### src/design/lwtf_pkg.sv
// Shared types, codes and constants for the low-rate WPAN transmit framer.
`timescale 1ns / 1ps

package lwtf_pkg;

  localparam int MAX_FRAME_LEN = 127;
  localparam int IN_DATA_W = 96;
  localparam int OUT_DATA_W = 16;
  localparam int CFG_INDEX_W = 2;
  localparam int QUEUE_DEPTH = 2;
  localparam int QUEUE_PTR_W = $clog2(QUEUE_DEPTH);
  localparam int QUEUE_CNT_W = $clog2(QUEUE_DEPTH + 1);

  localparam int HDR_LEN_LONG = 19;
  localparam int HDR_LEN_SHORT = 11;
  localparam int HDR_LEN_SHORT_COMP = 9;
  localparam int HDR_IDX_W = $clog2(HDR_LEN_LONG + 1);
  localparam int FCS_LEN = 2;
  localparam int SIZE_W = 9;

  localparam logic [7:0] FC_ACK_REQ = 8'h20;
  localparam logic [7:0] FC_PAN_COMP = 8'h40;
  localparam logic [7:0] FC_HIGH_LONG = 8'hcc;
  localparam logic [7:0] FC_HIGH_SHORT = 8'h88;
  localparam logic [7:0] ACK_FRAME_BYTE = 8'h02;

  typedef enum logic [2:0] {
    ST_OK        = 3'd0,
    ST_INVALID   = 3'd1,
    ST_TOO_LONG  = 3'd2,
    ST_BUSY      = 3'd3,
    ST_SYNC_ERR  = 3'd4,
    ST_UNDERFLOW = 3'd5,
    ST_NO_ACK    = 3'd6
  } status_t;

  typedef enum logic {
    CMD_BUILD   = 1'b0,
    CMD_OUTCOME = 1'b1
  } command_t;

  typedef enum logic [1:0] {
    KIND_BEACON      = 2'd0,
    KIND_DATA        = 2'd1,
    KIND_ACK         = 2'd2,
    KIND_UNSUPPORTED = 2'd3
  } kind_t;

  typedef enum logic [CFG_INDEX_W-1:0] {
    CFG_OWN_PAN   = 2'd0,
    CFG_OWN_SHORT = 2'd1,
    CFG_OWN_LONG  = 2'd2
  } cfg_index_t;

  typedef struct packed {
    logic [15:0] own_pan_id;
    logic [15:0] own_short_addr;
    logic [63:0] own_ext_addr;
  } cfg_t;

  typedef struct packed {
    logic                 status_only;
    status_t              status;
    logic [7:0]           len_byte;
    logic [7:0]           fc_low;
    logic [7:0]           seq;
    logic                 ext_addr;
    logic                 pan_comp;
    logic [HDR_IDX_W-1:0] last_idx;
    logic [63:0]          dest;
  } job_t;

  typedef struct packed {
    logic full;
    logic empty;
  } queue_status_t;

endpackage

### src/design/lwtf_front.sv
// Front end: accepts request beats, keeps sequence state and classifies each into a job.
`timescale 1ns / 1ps

module lwtf_front (
  input  logic                            clk,
  input  logic                            rst,
  input  logic                            s_tvalid,
  output logic                            s_tready,
  input  logic [lwtf_pkg::IN_DATA_W-1:0]  s_tdata,
  input  logic                            s_tuser,
  input  lwtf_pkg::cfg_t                  cfg,
  input  logic                            q_ready,
  output logic                            push,
  output lwtf_pkg::job_t                  job
);

  logic [7:0] next_sequence;
  logic       awaiting_ack;

  lwtf_pkg::kind_t                    kind;
  logic                               ext_addr;
  logic                               ack_request;
  logic [63:0]                        dest_addr;
  logic [7:0]                         body_len;
  logic                               channel_clear;
  logic                               sync_timed_out;
  logic                               tx_underflow;
  logic                               ack_arrived;
  logic [7:0]                         ack_first_byte;
  logic [7:0]                         ack_seq;
  logic                               pan_comp;
  logic [lwtf_pkg::HDR_IDX_W-1:0]     hdr_len;
  logic [lwtf_pkg::SIZE_W-1:0]        frame_size;
  logic                               take_seq;

  assign s_tready = q_ready;
  assign push = s_tvalid && q_ready;

  always_comb begin
    kind = lwtf_pkg::kind_t'(s_tdata[1:0]);
    ext_addr = s_tdata[2];
    ack_request = s_tdata[3];
    dest_addr = s_tdata[67:4];
    body_len = s_tdata[75:68];
    channel_clear = s_tdata[76];
    sync_timed_out = s_tdata[77];
    tx_underflow = s_tdata[78];
    ack_arrived = s_tdata[79];
    ack_first_byte = s_tdata[87:80];
    ack_seq = s_tdata[95:88];

    pan_comp = !ext_addr && (dest_addr[15:0] == cfg.own_pan_id);
    if (ext_addr) begin
      hdr_len = lwtf_pkg::HDR_IDX_W'(lwtf_pkg::HDR_LEN_LONG);
    end else if (pan_comp) begin
      hdr_len = lwtf_pkg::HDR_IDX_W'(lwtf_pkg::HDR_LEN_SHORT_COMP);
    end else begin
      hdr_len = lwtf_pkg::HDR_IDX_W'(lwtf_pkg::HDR_LEN_SHORT);
    end
    frame_size = lwtf_pkg::SIZE_W'(hdr_len) + lwtf_pkg::SIZE_W'(body_len)
                 + lwtf_pkg::SIZE_W'(lwtf_pkg::FCS_LEN);

    job.status_only = 1'b1;
    job.status = lwtf_pkg::ST_OK;
    job.len_byte = frame_size[7:0];
    job.fc_low = {6'b0, kind} | (ack_request ? lwtf_pkg::FC_ACK_REQ : 8'h00)
                 | (pan_comp ? lwtf_pkg::FC_PAN_COMP : 8'h00);
    job.seq = next_sequence;
    job.ext_addr = ext_addr;
    job.pan_comp = pan_comp;
    job.last_idx = hdr_len;
    job.dest = dest_addr;
    take_seq = 1'b0;

    if (lwtf_pkg::command_t'(s_tuser) == lwtf_pkg::CMD_OUTCOME) begin
      priority if (!channel_clear) begin
        job.status = lwtf_pkg::ST_BUSY;
      end else if (sync_timed_out) begin
        job.status = lwtf_pkg::ST_SYNC_ERR;
      end else if (tx_underflow) begin
        job.status = lwtf_pkg::ST_UNDERFLOW;
      end else if (!awaiting_ack) begin
        job.status = lwtf_pkg::ST_OK;
      end else if (ack_arrived && (ack_first_byte == lwtf_pkg::ACK_FRAME_BYTE)
                   && (ack_seq == next_sequence - 8'd1)) begin
        job.status = lwtf_pkg::ST_OK;
      end else begin
        job.status = lwtf_pkg::ST_NO_ACK;
      end
    end else if (kind == lwtf_pkg::KIND_UNSUPPORTED) begin
      job.status = lwtf_pkg::ST_INVALID;
    end else begin
      take_seq = 1'b1;
      if (frame_size > lwtf_pkg::SIZE_W'(lwtf_pkg::MAX_FRAME_LEN)) begin
        job.status = lwtf_pkg::ST_TOO_LONG;
      end else begin
        job.status_only = 1'b0;
      end
    end
  end

  always_ff @(posedge clk) begin
    if (rst) begin
      next_sequence <= 8'd0;
      awaiting_ack <= 1'b0;
    end else if (push && take_seq) begin
      next_sequence <= next_sequence + 8'd1;
      awaiting_ack <= ack_request;
    end
  end

endmodule

### src/design/lwtf_queue.sv
// Two-entry show-ahead job queue between the front end and the byte serializer.
`timescale 1ns / 1ps

module lwtf_queue (
  input  logic                     clk,
  input  logic                     rst,
  input  logic                     push,
  input  lwtf_pkg::job_t           push_job,
  output logic                     ready,
  input  logic                     pop,
  output logic                     head_valid,
  output lwtf_pkg::job_t           head_job,
  output lwtf_pkg::queue_status_t  status
);

  lwtf_pkg::job_t                   mem [lwtf_pkg::QUEUE_DEPTH];
  logic [lwtf_pkg::QUEUE_PTR_W-1:0] wr_ptr;
  logic [lwtf_pkg::QUEUE_PTR_W-1:0] rd_ptr;
  logic [lwtf_pkg::QUEUE_CNT_W-1:0] count;
  logic                             do_push;
  logic                             do_pop;

  assign status.full = (count == lwtf_pkg::QUEUE_CNT_W'(lwtf_pkg::QUEUE_DEPTH));
  assign status.empty = (count == '0);
  assign ready = !status.full;
  assign head_valid = !status.empty;
  assign head_job = mem[rd_ptr];
  assign do_push = push && ready;
  assign do_pop = pop && head_valid;

  always_ff @(posedge clk) begin
    if (do_push) begin
      mem[wr_ptr] <= push_job;
    end
  end

  always_ff @(posedge clk) begin
    if (rst) begin
      wr_ptr <= '0;
      rd_ptr <= '0;
      count <= '0;
    end else begin
      if (do_push) begin
        wr_ptr <= (wr_ptr == lwtf_pkg::QUEUE_PTR_W'(lwtf_pkg::QUEUE_DEPTH - 1)) ?
                  '0 : wr_ptr + 1'b1;
      end
      if (do_pop) begin
        rd_ptr <= (rd_ptr == lwtf_pkg::QUEUE_PTR_W'(lwtf_pkg::QUEUE_DEPTH - 1)) ?
                  '0 : rd_ptr + 1'b1;
      end
      if (do_push && !do_pop) begin
        count <= count + 1'b1;
      end else if (do_pop && !do_push) begin
        count <= count - 1'b1;
      end
    end
  end

endmodule

### src/design/lwtf_back.sv
// Back end: serializes each queued job into length and header byte beats, or a status beat.
`timescale 1ns / 1ps

module lwtf_back (
  input  logic                             clk,
  input  logic                             rst,
  input  logic                             head_valid,
  input  lwtf_pkg::job_t                   head_job,
  input  lwtf_pkg::cfg_t                   cfg,
  output logic                             pop,
  output logic                             m_tvalid,
  input  logic                             m_tready,
  output logic [lwtf_pkg::OUT_DATA_W-1:0]  m_tdata,
  output logic                             m_tuser,
  output logic                             m_tlast
);

  logic [lwtf_pkg::HDR_IDX_W-1:0] cnt;
  logic [lwtf_pkg::HDR_IDX_W-1:0] hdr_idx;
  logic [7:0]                     hdr [lwtf_pkg::HDR_LEN_LONG];
  logic                           load;
  logic [7:0]                     beat_byte;
  logic                           beat_valid;
  lwtf_pkg::status_t              beat_status;
  logic                           beat_last;
  logic [7:0]                     frame_byte;
  lwtf_pkg::status_t              status;

  assign load = head_valid && (!m_tvalid || m_tready);
  assign hdr_idx = cnt - 1'b1;

  always_comb begin
    for (int i = 0; i < lwtf_pkg::HDR_LEN_LONG; i++) begin
      hdr[i] = 8'h00;
    end
    hdr[0] = head_job.fc_low;
    hdr[2] = head_job.seq;
    if (head_job.ext_addr) begin
      hdr[1] = lwtf_pkg::FC_HIGH_LONG;
      for (int i = 0; i < 8; i++) begin
        hdr[3 + i] = head_job.dest[8*i +: 8];
        hdr[11 + i] = cfg.own_ext_addr[8*i +: 8];
      end
    end else begin
      hdr[1] = lwtf_pkg::FC_HIGH_SHORT;
      hdr[3] = head_job.dest[7:0];
      hdr[4] = head_job.dest[15:8];
      hdr[5] = head_job.dest[23:16];
      hdr[6] = head_job.dest[31:24];
      if (head_job.pan_comp) begin
        hdr[7] = cfg.own_short_addr[7:0];
        hdr[8] = cfg.own_short_addr[15:8];
      end else begin
        hdr[7] = cfg.own_pan_id[7:0];
        hdr[8] = cfg.own_pan_id[15:8];
        hdr[9] = cfg.own_short_addr[7:0];
        hdr[10] = cfg.own_short_addr[15:8];
      end
    end
  end

  always_comb begin
    beat_byte = 8'h00;
    beat_valid = 1'b0;
    beat_status = head_job.status;
    beat_last = 1'b1;
    if (!head_job.status_only) begin
      beat_valid = 1'b1;
      beat_status = lwtf_pkg::ST_OK;
      if (cnt == '0) begin
        beat_byte = head_job.len_byte;
        beat_last = 1'b0;
      end else begin
        beat_byte = hdr[hdr_idx];
        beat_last = (cnt == head_job.last_idx);
      end
    end
    pop = load && beat_last;
  end

  always_ff @(posedge clk) begin
    if (rst) begin
      m_tvalid <= 1'b0;
      cnt <= '0;
    end else begin
      if (load) begin
        m_tvalid <= 1'b1;
      end else if (m_tready) begin
        m_tvalid <= 1'b0;
      end
      if (load) begin
        cnt <= beat_last ? '0 : cnt + 1'b1;
      end
    end
  end

  always_ff @(posedge clk) begin
    if (load) begin
      frame_byte <= beat_byte;
      status <= beat_status;
      m_tuser <= beat_valid;
      m_tlast <= beat_last;
    end
  end

  assign m_tdata = {5'b0, status, frame_byte};

endmodule

### src/design/lowrate_wpan_tx_framer.sv
// Top level of the low-rate WPAN transmit framer: config registers, front, queue and back.
//
// Channel   Direction  Beat contents
// s_*       in         one build or outcome request (tuser = command)
// m_*       out        one length, header or status byte (tuser = byte_valid)
// cfg_*     in         one write of own_pan_id, own_short_addr or own_ext_addr
//
// A build request yields header length plus one beats (10, 12 or 20), one per cycle unless
// stalled; a rejected build or an outcome request yields a single status beat. The byte
// serializer in the back end sets the rate; a two-entry job queue lets the front end
// take new requests while earlier ones are still being emitted. Reset is synchronous
// and clears the sequence counter, the ack flag, the queue and the config registers.
// Output stalls hold the output register and fill the queue before s_tready drops.
`timescale 1ns / 1ps

module lowrate_wpan_tx_framer (
  input  logic                              clk,
  input  logic                              rst,
  // frame_kind[1:0], ext_addr_mode, ack_request, dest_addr[63:0], body_len[7:0],
  // channel_clear, sync_timed_out, tx_underflow, ack_arrived, ack_first_byte[7:0],
  // ack_seq[7:0]
  input  logic [lwtf_pkg::IN_DATA_W-1:0]    s_tdata,
  // command
  input  logic                              s_tuser,
  input  logic                              s_tvalid,
  output logic                              s_tready,
  // frame_byte[7:0], status[2:0], zero fill
  output logic [lwtf_pkg::OUT_DATA_W-1:0]   m_tdata,
  // byte_valid
  output logic                              m_tuser,
  output logic                              m_tlast,
  output logic                              m_tvalid,
  input  logic                              m_tready,
  input  logic                              cfg_valid,
  output logic                              cfg_ready,
  input  logic [lwtf_pkg::CFG_INDEX_W-1:0]  cfg_index,
  input  logic [63:0]                       cfg_data
);

  lwtf_pkg::cfg_t          cfg;
  lwtf_pkg::job_t          push_job;
  lwtf_pkg::job_t          head_job;
  lwtf_pkg::queue_status_t q_stat;
  logic                    q_ready;
  logic                    push;
  logic                    pop;
  logic                    head_valid;

  assign cfg_ready = 1'b1;

  always_ff @(posedge clk) begin
    if (rst) begin
      cfg <= '0;
    end else if (cfg_valid) begin
      unique case (lwtf_pkg::cfg_index_t'(cfg_index))
        lwtf_pkg::CFG_OWN_PAN:   cfg.own_pan_id <= cfg_data[15:0];
        lwtf_pkg::CFG_OWN_SHORT: cfg.own_short_addr <= cfg_data[15:0];
        lwtf_pkg::CFG_OWN_LONG:  cfg.own_ext_addr <= cfg_data;
        default: ;
      endcase
    end
  end

  lwtf_front u_front (
    .clk      (clk),
    .rst      (rst),
    .s_tvalid (s_tvalid),
    .s_tready (s_tready),
    .s_tdata  (s_tdata),
    .s_tuser  (s_tuser),
    .cfg      (cfg),
    .q_ready  (q_ready),
    .push     (push),
    .job      (push_job)
  );

  lwtf_queue u_queue (
    .clk        (clk),
    .rst        (rst),
    .push       (push),
    .push_job   (push_job),
    .ready      (q_ready),
    .pop        (pop),
    .head_valid (head_valid),
    .head_job   (head_job),
    .status     (q_stat)
  );

  lwtf_back u_back (
    .clk        (clk),
    .rst        (rst),
    .head_valid (head_valid),
    .head_job   (head_job),
    .cfg        (cfg),
    .pop        (pop),
    .m_tvalid   (m_tvalid),
    .m_tready   (m_tready),
    .m_tdata    (m_tdata),
    .m_tuser    (m_tuser),
    .m_tlast    (m_tlast)
  );

  a_status_beat_shape: assert property (@(posedge clk) disable iff (rst)
    m_tvalid && !m_tuser |-> m_tlast && (m_tdata[7:0] == 8'h00))
    else $error("Status beat carries a byte or is not marked last.");

  a_queue_state: assert property (@(posedge clk) disable iff (rst)
    !(q_stat.full && q_stat.empty))
    else $error("Job queue reports full and empty at once.");

  a_header_continues: assert property (@(posedge clk) disable iff (rst)
    m_tvalid && m_tready && m_tuser && !m_tlast |=> m_tvalid && m_tuser)
    else $error("Header byte stream broke off before its last beat.");

endmodule
### config.mk
export PLATFORM = sky130hd
export DESIGN_NAME = lowrate_wpan_tx_framer
export DESIGN_NICKNAME = d
export VERILOG_FILES = /design/src/design/lwtf_pkg.sv /design/src/design/lwtf_front.sv /design/src/design/lwtf_queue.sv /design/src/design/lwtf_back.sv /design/src/design/lowrate_wpan_tx_framer.sv
export SDC_FILE = /design/constraint.sdc
export NUM_CORES = 1
export LEC_CHECK = 0
export ABC_AREA = 1
export BUFFER_PORTS_ARGS = -buffer_cell sky130_fd_sc_hd__buf_2
export CORE_MARGIN = 1.5
export CORE_UTILIZATION = 45
export DETAILED_ROUTE_END_ITERATION = 6
export PLACE_DENSITY_LB_ADDON = 0.3
export RECOVER_POWER = 25
export SYNTH_ARGS = -nofsm -noshare
export SYNTH_HDL_FRONTEND = slang
export SYNTH_SLANG_ARGS = --single-unit
### constraint.sdc
create_clock -name clk -period 4.6 [get_ports clk]
set_input_delay 0 -clock clk [delete_from_list [all_inputs] [get_ports clk]]
set_output_delay 0 -clock clk [all_outputs]
set_load 0.02 [all_outputs]
Word-level counts from Yosys, hierarchy flattened --
Memories as Yosys holds them, arrays and structs flattened. A register that Yosys moved wholly into a read port is not among the register bits. Index checks and enable logic that the tools add are counted.
Cells by class: magnitude comparators 2, mux-type cells 40, reductions and logical operators 26, $add $sub $neg 10, bitwise logic cells 3, eq/ne operators 8
Operator list (count):
- $mux 64 | 1
- $bmux 8 s5 | 1
- $mux 16 | 2
- $mux 32 | 1
- $mux 8 | 3
- $mux 3 | 7
- $eq 16x16->1 | 1
- $mux 1 | 16
- $mux 7 | 2
- $logic_and 1x1->1 | 11
- $mux 5 | 2
- $add 5x8->9 | 1
- $add 9x2->9 const B | 1
- $gt 9x7->1 const B | 1
- $add 8x1->8 const B | 1
- $eq 8x2->1 const B | 1
- $eq 8x8->1 | 1
- $mux 2 | 4
- $or 2x8->8 | 1
- $or 8x8->8 | 1
- $sub 8x1->8 const B | 1
- $eq 2x2->1 const B | 3
- $ge 6x6->1 const B | 1
- $logic_not 1->1 | 6
- other kinds (14) | 19
Word-level totals: input bits 168, flip-flop bits (word level) 128, output and inout port bits 21, memories 1, memory bits (writable) 198, word-level logic and storage cells 104
Memories:
- u_queue.mem | depth 2, width 99, read ports 1, clocked after memory_dff 1, wr ports 1, line lwtf_queue.sv:16 | lwtf_pkg::job_t mem [lwtf_pkg::QUEUE_DEPTH];

Logic depth before layout (Yosys ltp) --
depth after elaboration 10, mapped depth 20

Cells and area by module --
From an unflattened synthesis, not the netlist that was laid out.
Unflattened totals: cells, all modules 1864, area total of the unflattened synthesis 16387.0 um2
Modules (own cells, without submodules):
- lwtf_queue | area an instance 7419.6 um2, cells an instance 347, instances 1, sequential area each 6045.8 um2
- lowrate_wpan_tx_framer | area an instance 4022.6 um2, cells an instance 618, instances 1, sequential area each 1921.8 um2
- lwtf_back | area an instance 3042.9 um2, cells an instance 593, instances 1, sequential area each 510.5 um2
- lwtf_front | area an instance 1901.8 um2, cells an instance 306, instances 1, sequential area each 180.2 um2

Worst setup path after synthesis --
Ideal clock, no wire load.
path kind register -> register, from reg u_queue.count[0] (netlist name), to mem u_queue.mem[1][0] (netlist name), enable pin, path buffers 0, path slack -0.459 ns, arrival time 4.516 ns, stages on the path, launching flop included 5, cells stage by stage dfxtp_1 > inv_2 > nand2_1 > nand2_1 > nor2_1
On the way: longest elaborated chain between the ends 6
Ends and longest elaborated chain:
- from (decl) | line lwtf_queue.sv:19 | logic [lwtf_pkg::QUEUE_CNT_W-1:0] count;
- from (signal assigned) | line lwtf_queue.sv:52 | count <= count + 1'b1;
- from (signal assigned) | line lwtf_queue.sv:54 | count <= count - 1'b1;
- $eq 2x2->1 * | line lwtf_queue.sv:23 | assign status.full = (count == lwtf_pkg::QUEUE_CNT_W'(lwtf_pkg::QUEUE_DEPTH));
- $logic_not 1->1 * | line lwtf_queue.sv:25 | assign ready = !status.full;
- via s_tready | line lowrate_wpan_tx_framer.sv:26 | output logic s_tready,
- $logic_and 1x1->1 | line lwtf_front.sv:37 | assign push = s_tvalid && q_ready;
- $logic_and 1x1->1 * | line lwtf_queue.sv:28 | assign do_push = push && ready;
- $mux 1 * | line lwtf_queue.sv:32 | if (do_push) begin
- $mux 1 (not written as such) * | line lwtf_queue.sv:33 | mem[wr_ptr] <= push_job;
- to (decl) | line lwtf_queue.sv:16
The timed path passes the listed nets; every way through them passes the cells marked *.

==> results_dict.tcl <==
set metrics [dict create \
    grt_pass1_vias 12000 \
    yosysTopAreaCell "edfxtp_1" \
    status "complete, no violations" \
    arrival_ps 4190 \
    io_pins 189 \
    synth.most_common_cell "nand2_1" \
    vias_per_cell 5.15 \
    gp_congestion 0.985 \
    gr-total-overflow 0 \
    clk_pin_slew_ps 60 \
    min_period_ps 3940 \
    pwr-share-comb_pct 38.4 \
    hp-class "primary input to register" \
    grt_pass1_wl_um 65300 \
    power.switching_uw 4040 \
    clockRootBuffer "clkbuf_16" \
    reg2reg_to "u_queue.mem[0][96]" \
    worst_setup_path_start_kind "register" \
    cts_tree "built" \
    power_density_mw_per_mm2 554 \
    grt_use_total_pct 25.2 \
    drv_slew 0 \
    slew-limit-headroom_pct 34.6 \
    core_area_sq_mm 0.0316 \
    portBuffers 182 \
    critPathKind "register to register" \
    worst_pin_slew_ps 978 \
    post_cts_buffers 0 \
    worstReg2RegStart "cfg[81]" \
    synth_edf_count 195 \
    cts.hold.buffers_added 149 \
    antenna_found_initial 2 \
    internal-power_uw 6050 \
    r2r_slack_ps 660 \
    yosysWarnings 0 \
    crit_start "cfg[81]" \
    drt-total-wl_um 42200 \
    async_reset_ff_share_pct 0 \
    syn2layout_area_growth_pct 25.4 \
    fmax_mhz 254 \
    critPathCaptureType "register" \
    synthTopCellsByArea "edfxtp_1 (40%), dfxtp_1 (16%), nand2_1 (11%), nor2_1 (5.4%), o21ai_0 (5.0%)" \
    numCtsBuffers 36 \
    die_h_um 183 \
    drt-pass1-iter-count 7 \
    hold_viol_final 0 \
    layout-drive-gt1-share_pct 11.1 \
    cts.sink_count 311 \
    p_leak_uw 0.00779 \
    drc 0 \
    htree_levels 2 \
    hpwl_um 27900 \
    cts_resized 0 \
    reg2reg_depth 20 \
    critPathMaxFanout 4 \
    period_share_pct 85.7 \
    setup_violations 0 \
    fin_skew_ps 20.7 \
    wl_per_cell_um 17.3 \
    fin_nets 2192 \
    synthTopCellsByCount "nand2_1 (424), nor2_1 (208), edfxtp_1 (195), inv_1 (192), o21ai_0 (144)" \
    ys_types 47 \
    grt_max_degree 81 \
    avgSynthCellArea_sq_um 8.50 \
    netlist_area_sq_mm 0.0145 \
    rsz0062_at_grt "no" \
    dieArea_sq_mm 0.0333 \
    switching_share_pct 40.0 \
    drtIter0Drc 1092 \
    clk_latency_ps 520 \
    initial_core_util_pct 45.9 \
    required_ps 4850 \
    final_antenna_net_count 0 \
    dieWidth_um 183 \
    utilization_pct 57.5 \
    vias 12600 \
    crit_end "u_queue.mem[0][96]" \
    setup_tns_ps 0 \
    clkPwrFrac_pct 26.5 \
    drv_cap 0 \
    max-vdd-ir-drop_v 0.000352 \
    ys.flop_type "edfxtp_1" \
    num_rows 65 \
    synthCells 1707 \
    fillCellCount 2788 \
    yosysTopAreaCellShare_pct 40.3 \
    cts_max_path_buffers 3 \
    yosysSeqAreaShare_pct 56.3 \
    yosys_register_bits 311 \
    seqPwrFrac_pct 35.2 \
]
-- cells by family after synthesis --
group | after synthesis | synth area share (%)
adders and majority gates | 14 | 1.26
other | 2 | 0.0517
xor gates and xnor gates | 22 | 1.38
buffers and inverters | 285 | 8.15
DFF | 311 | 56.3
AOI/OAI and AO/OA | 292 | 10.8
and+or+nand+nor | 781 | 22.0
-- cell type report --
type                    count  area [sq um]  share of cell area [%]
repair buffers            350          2500                    13.7
diodes                      1          2.50                  0.0137
well taps                 402           503                    2.76
multi-input cells        1115          5180                    28.5
flip-flops and latches    311          8180                    44.9
clock buffers              47           993                    5.46
clock inverters            18           106                   0.584
inverters                 196           736                    4.04
-- sequential cells by signal (all words and copies together) (netlist names), named ones only --
name,cells
u_front.next_sequence,8
u_back.cnt,5
u_front.awaiting_ack,1
cfg,96
u_back.status,3
u_queue.count,2
u_queue.rd_ptr,1
u_back.frame_byte,8
u_back.m_tlast,1
u_queue.mem,182
u_queue.wr_ptr,1
u_back.m_tvalid,1
u_back.m_tuser,1
-- through the flow --
stage               power, uW  worst slack [ps]  cells  hold WS [ps]  area, sq um
finish                  10100               656   2440          30.3        18200
global route            10700               355   2440          32.1        18200
CTS                     10100               635   2439          17.4        18300
detailed placement       7340              1210   2225           191        15700
global placement         7320              1330   2225           187        15700
floorplan                6150              1060   1711          71.5        14500
-- cells in the final DEF (no fill, tap or decap), types with 4 or more instances in the layout --
cell | synthesis | routed
inv_1 | 192 | 190
buf_2 | 27 | 125
xor2_1 | 14 | 14
nor2_4 | 2 | 4
xnor2_1 | 7 | 7
ha_1 | 13 | 13
edfxtp_1 | 195 | 195
buf_4 | 19 | 17
clkinv_2 | 0 | 10
nand2_1 | 424 | 424
clkinv_1 | 0 | 4
o211ai_1 | 14 | 14
inv_2 | 4 | 6
o221ai_1 | 8 | 8
o22ai_1 | 7 | 7
and2_0 | 6 | 6
nor4_1 | 4 | 4
dfxtp_1 | 116 | 114
nand4_1 | 4 | 4
dlygate4sd3_1 | 0 | 149
nand3_1 | 110 | 110
o21ai_0 | 144 | 144
clkbuf_1 | 39 | 64
a21oi_1 | 105 | 105
conb_1 | 2 | 6
clkbuf_16 | 0 | 37
nand2_2 | 6 | 6
nor2_1 | 208 | 206
-- worst max-delay path, cell delays in order, from the launching register on --
cell and delay [ps]:
dfxtp_1 370, nor2_1 60, nor2_1 100, o221ai_1 120
nor4_1 190, nand3_1 160, nor2_1 250, ha_1 290
inv_1 80, ha_1 160, inv_1 60, fa_1 400
nor2_1 170, nand2_1 70, a21oi_1 150, xor2_1 110
a21oi_1 170, nand2_1 90, nand2_1 60, nand2_1 40
dlygate4sd3_1 560
-- power groups by stage --
stage               Sequential, uW  Clock (uW)  Combinational (uW)
floorplan                     3650           0                2500
global placement              3600           0                3720
detailed placement            3610           0                3740
CTS                           3550        2700                3860
global route                  3580        2810                4280
finish                        3550        2670                3870
-- routing by layer --
metal	routed length, um	share of wire, %	global-route usage (%)
met5	13	0.031	0
met3	2980	7.1	4.17
met1	19100	45	35.6
met4	881	2.1	6.74
met2	19200	46	40.3
-- worst min-delay path by stage --
stage	start	depth (start not counted)	slack [ps]	to
5_1_grt	s_tdata[71]	3	30	u_queue.mem[0][90]
4_1_cts	s_tdata[71]	3	20	u_queue.mem[1][90]
3_3_place_gp	s_tdata[47]	1	190	u_queue.mem[1][43]
2_1_floorplan	rst	1	70	u_front.next_sequence[5]
3_5_place_dp	s_tdata[32]	1	190	u_queue.mem[0][28]
6_report	s_tdata[71]	3	30	u_queue.mem[1][90]
No activity file was read; power rests on OpenSTA's default activity.
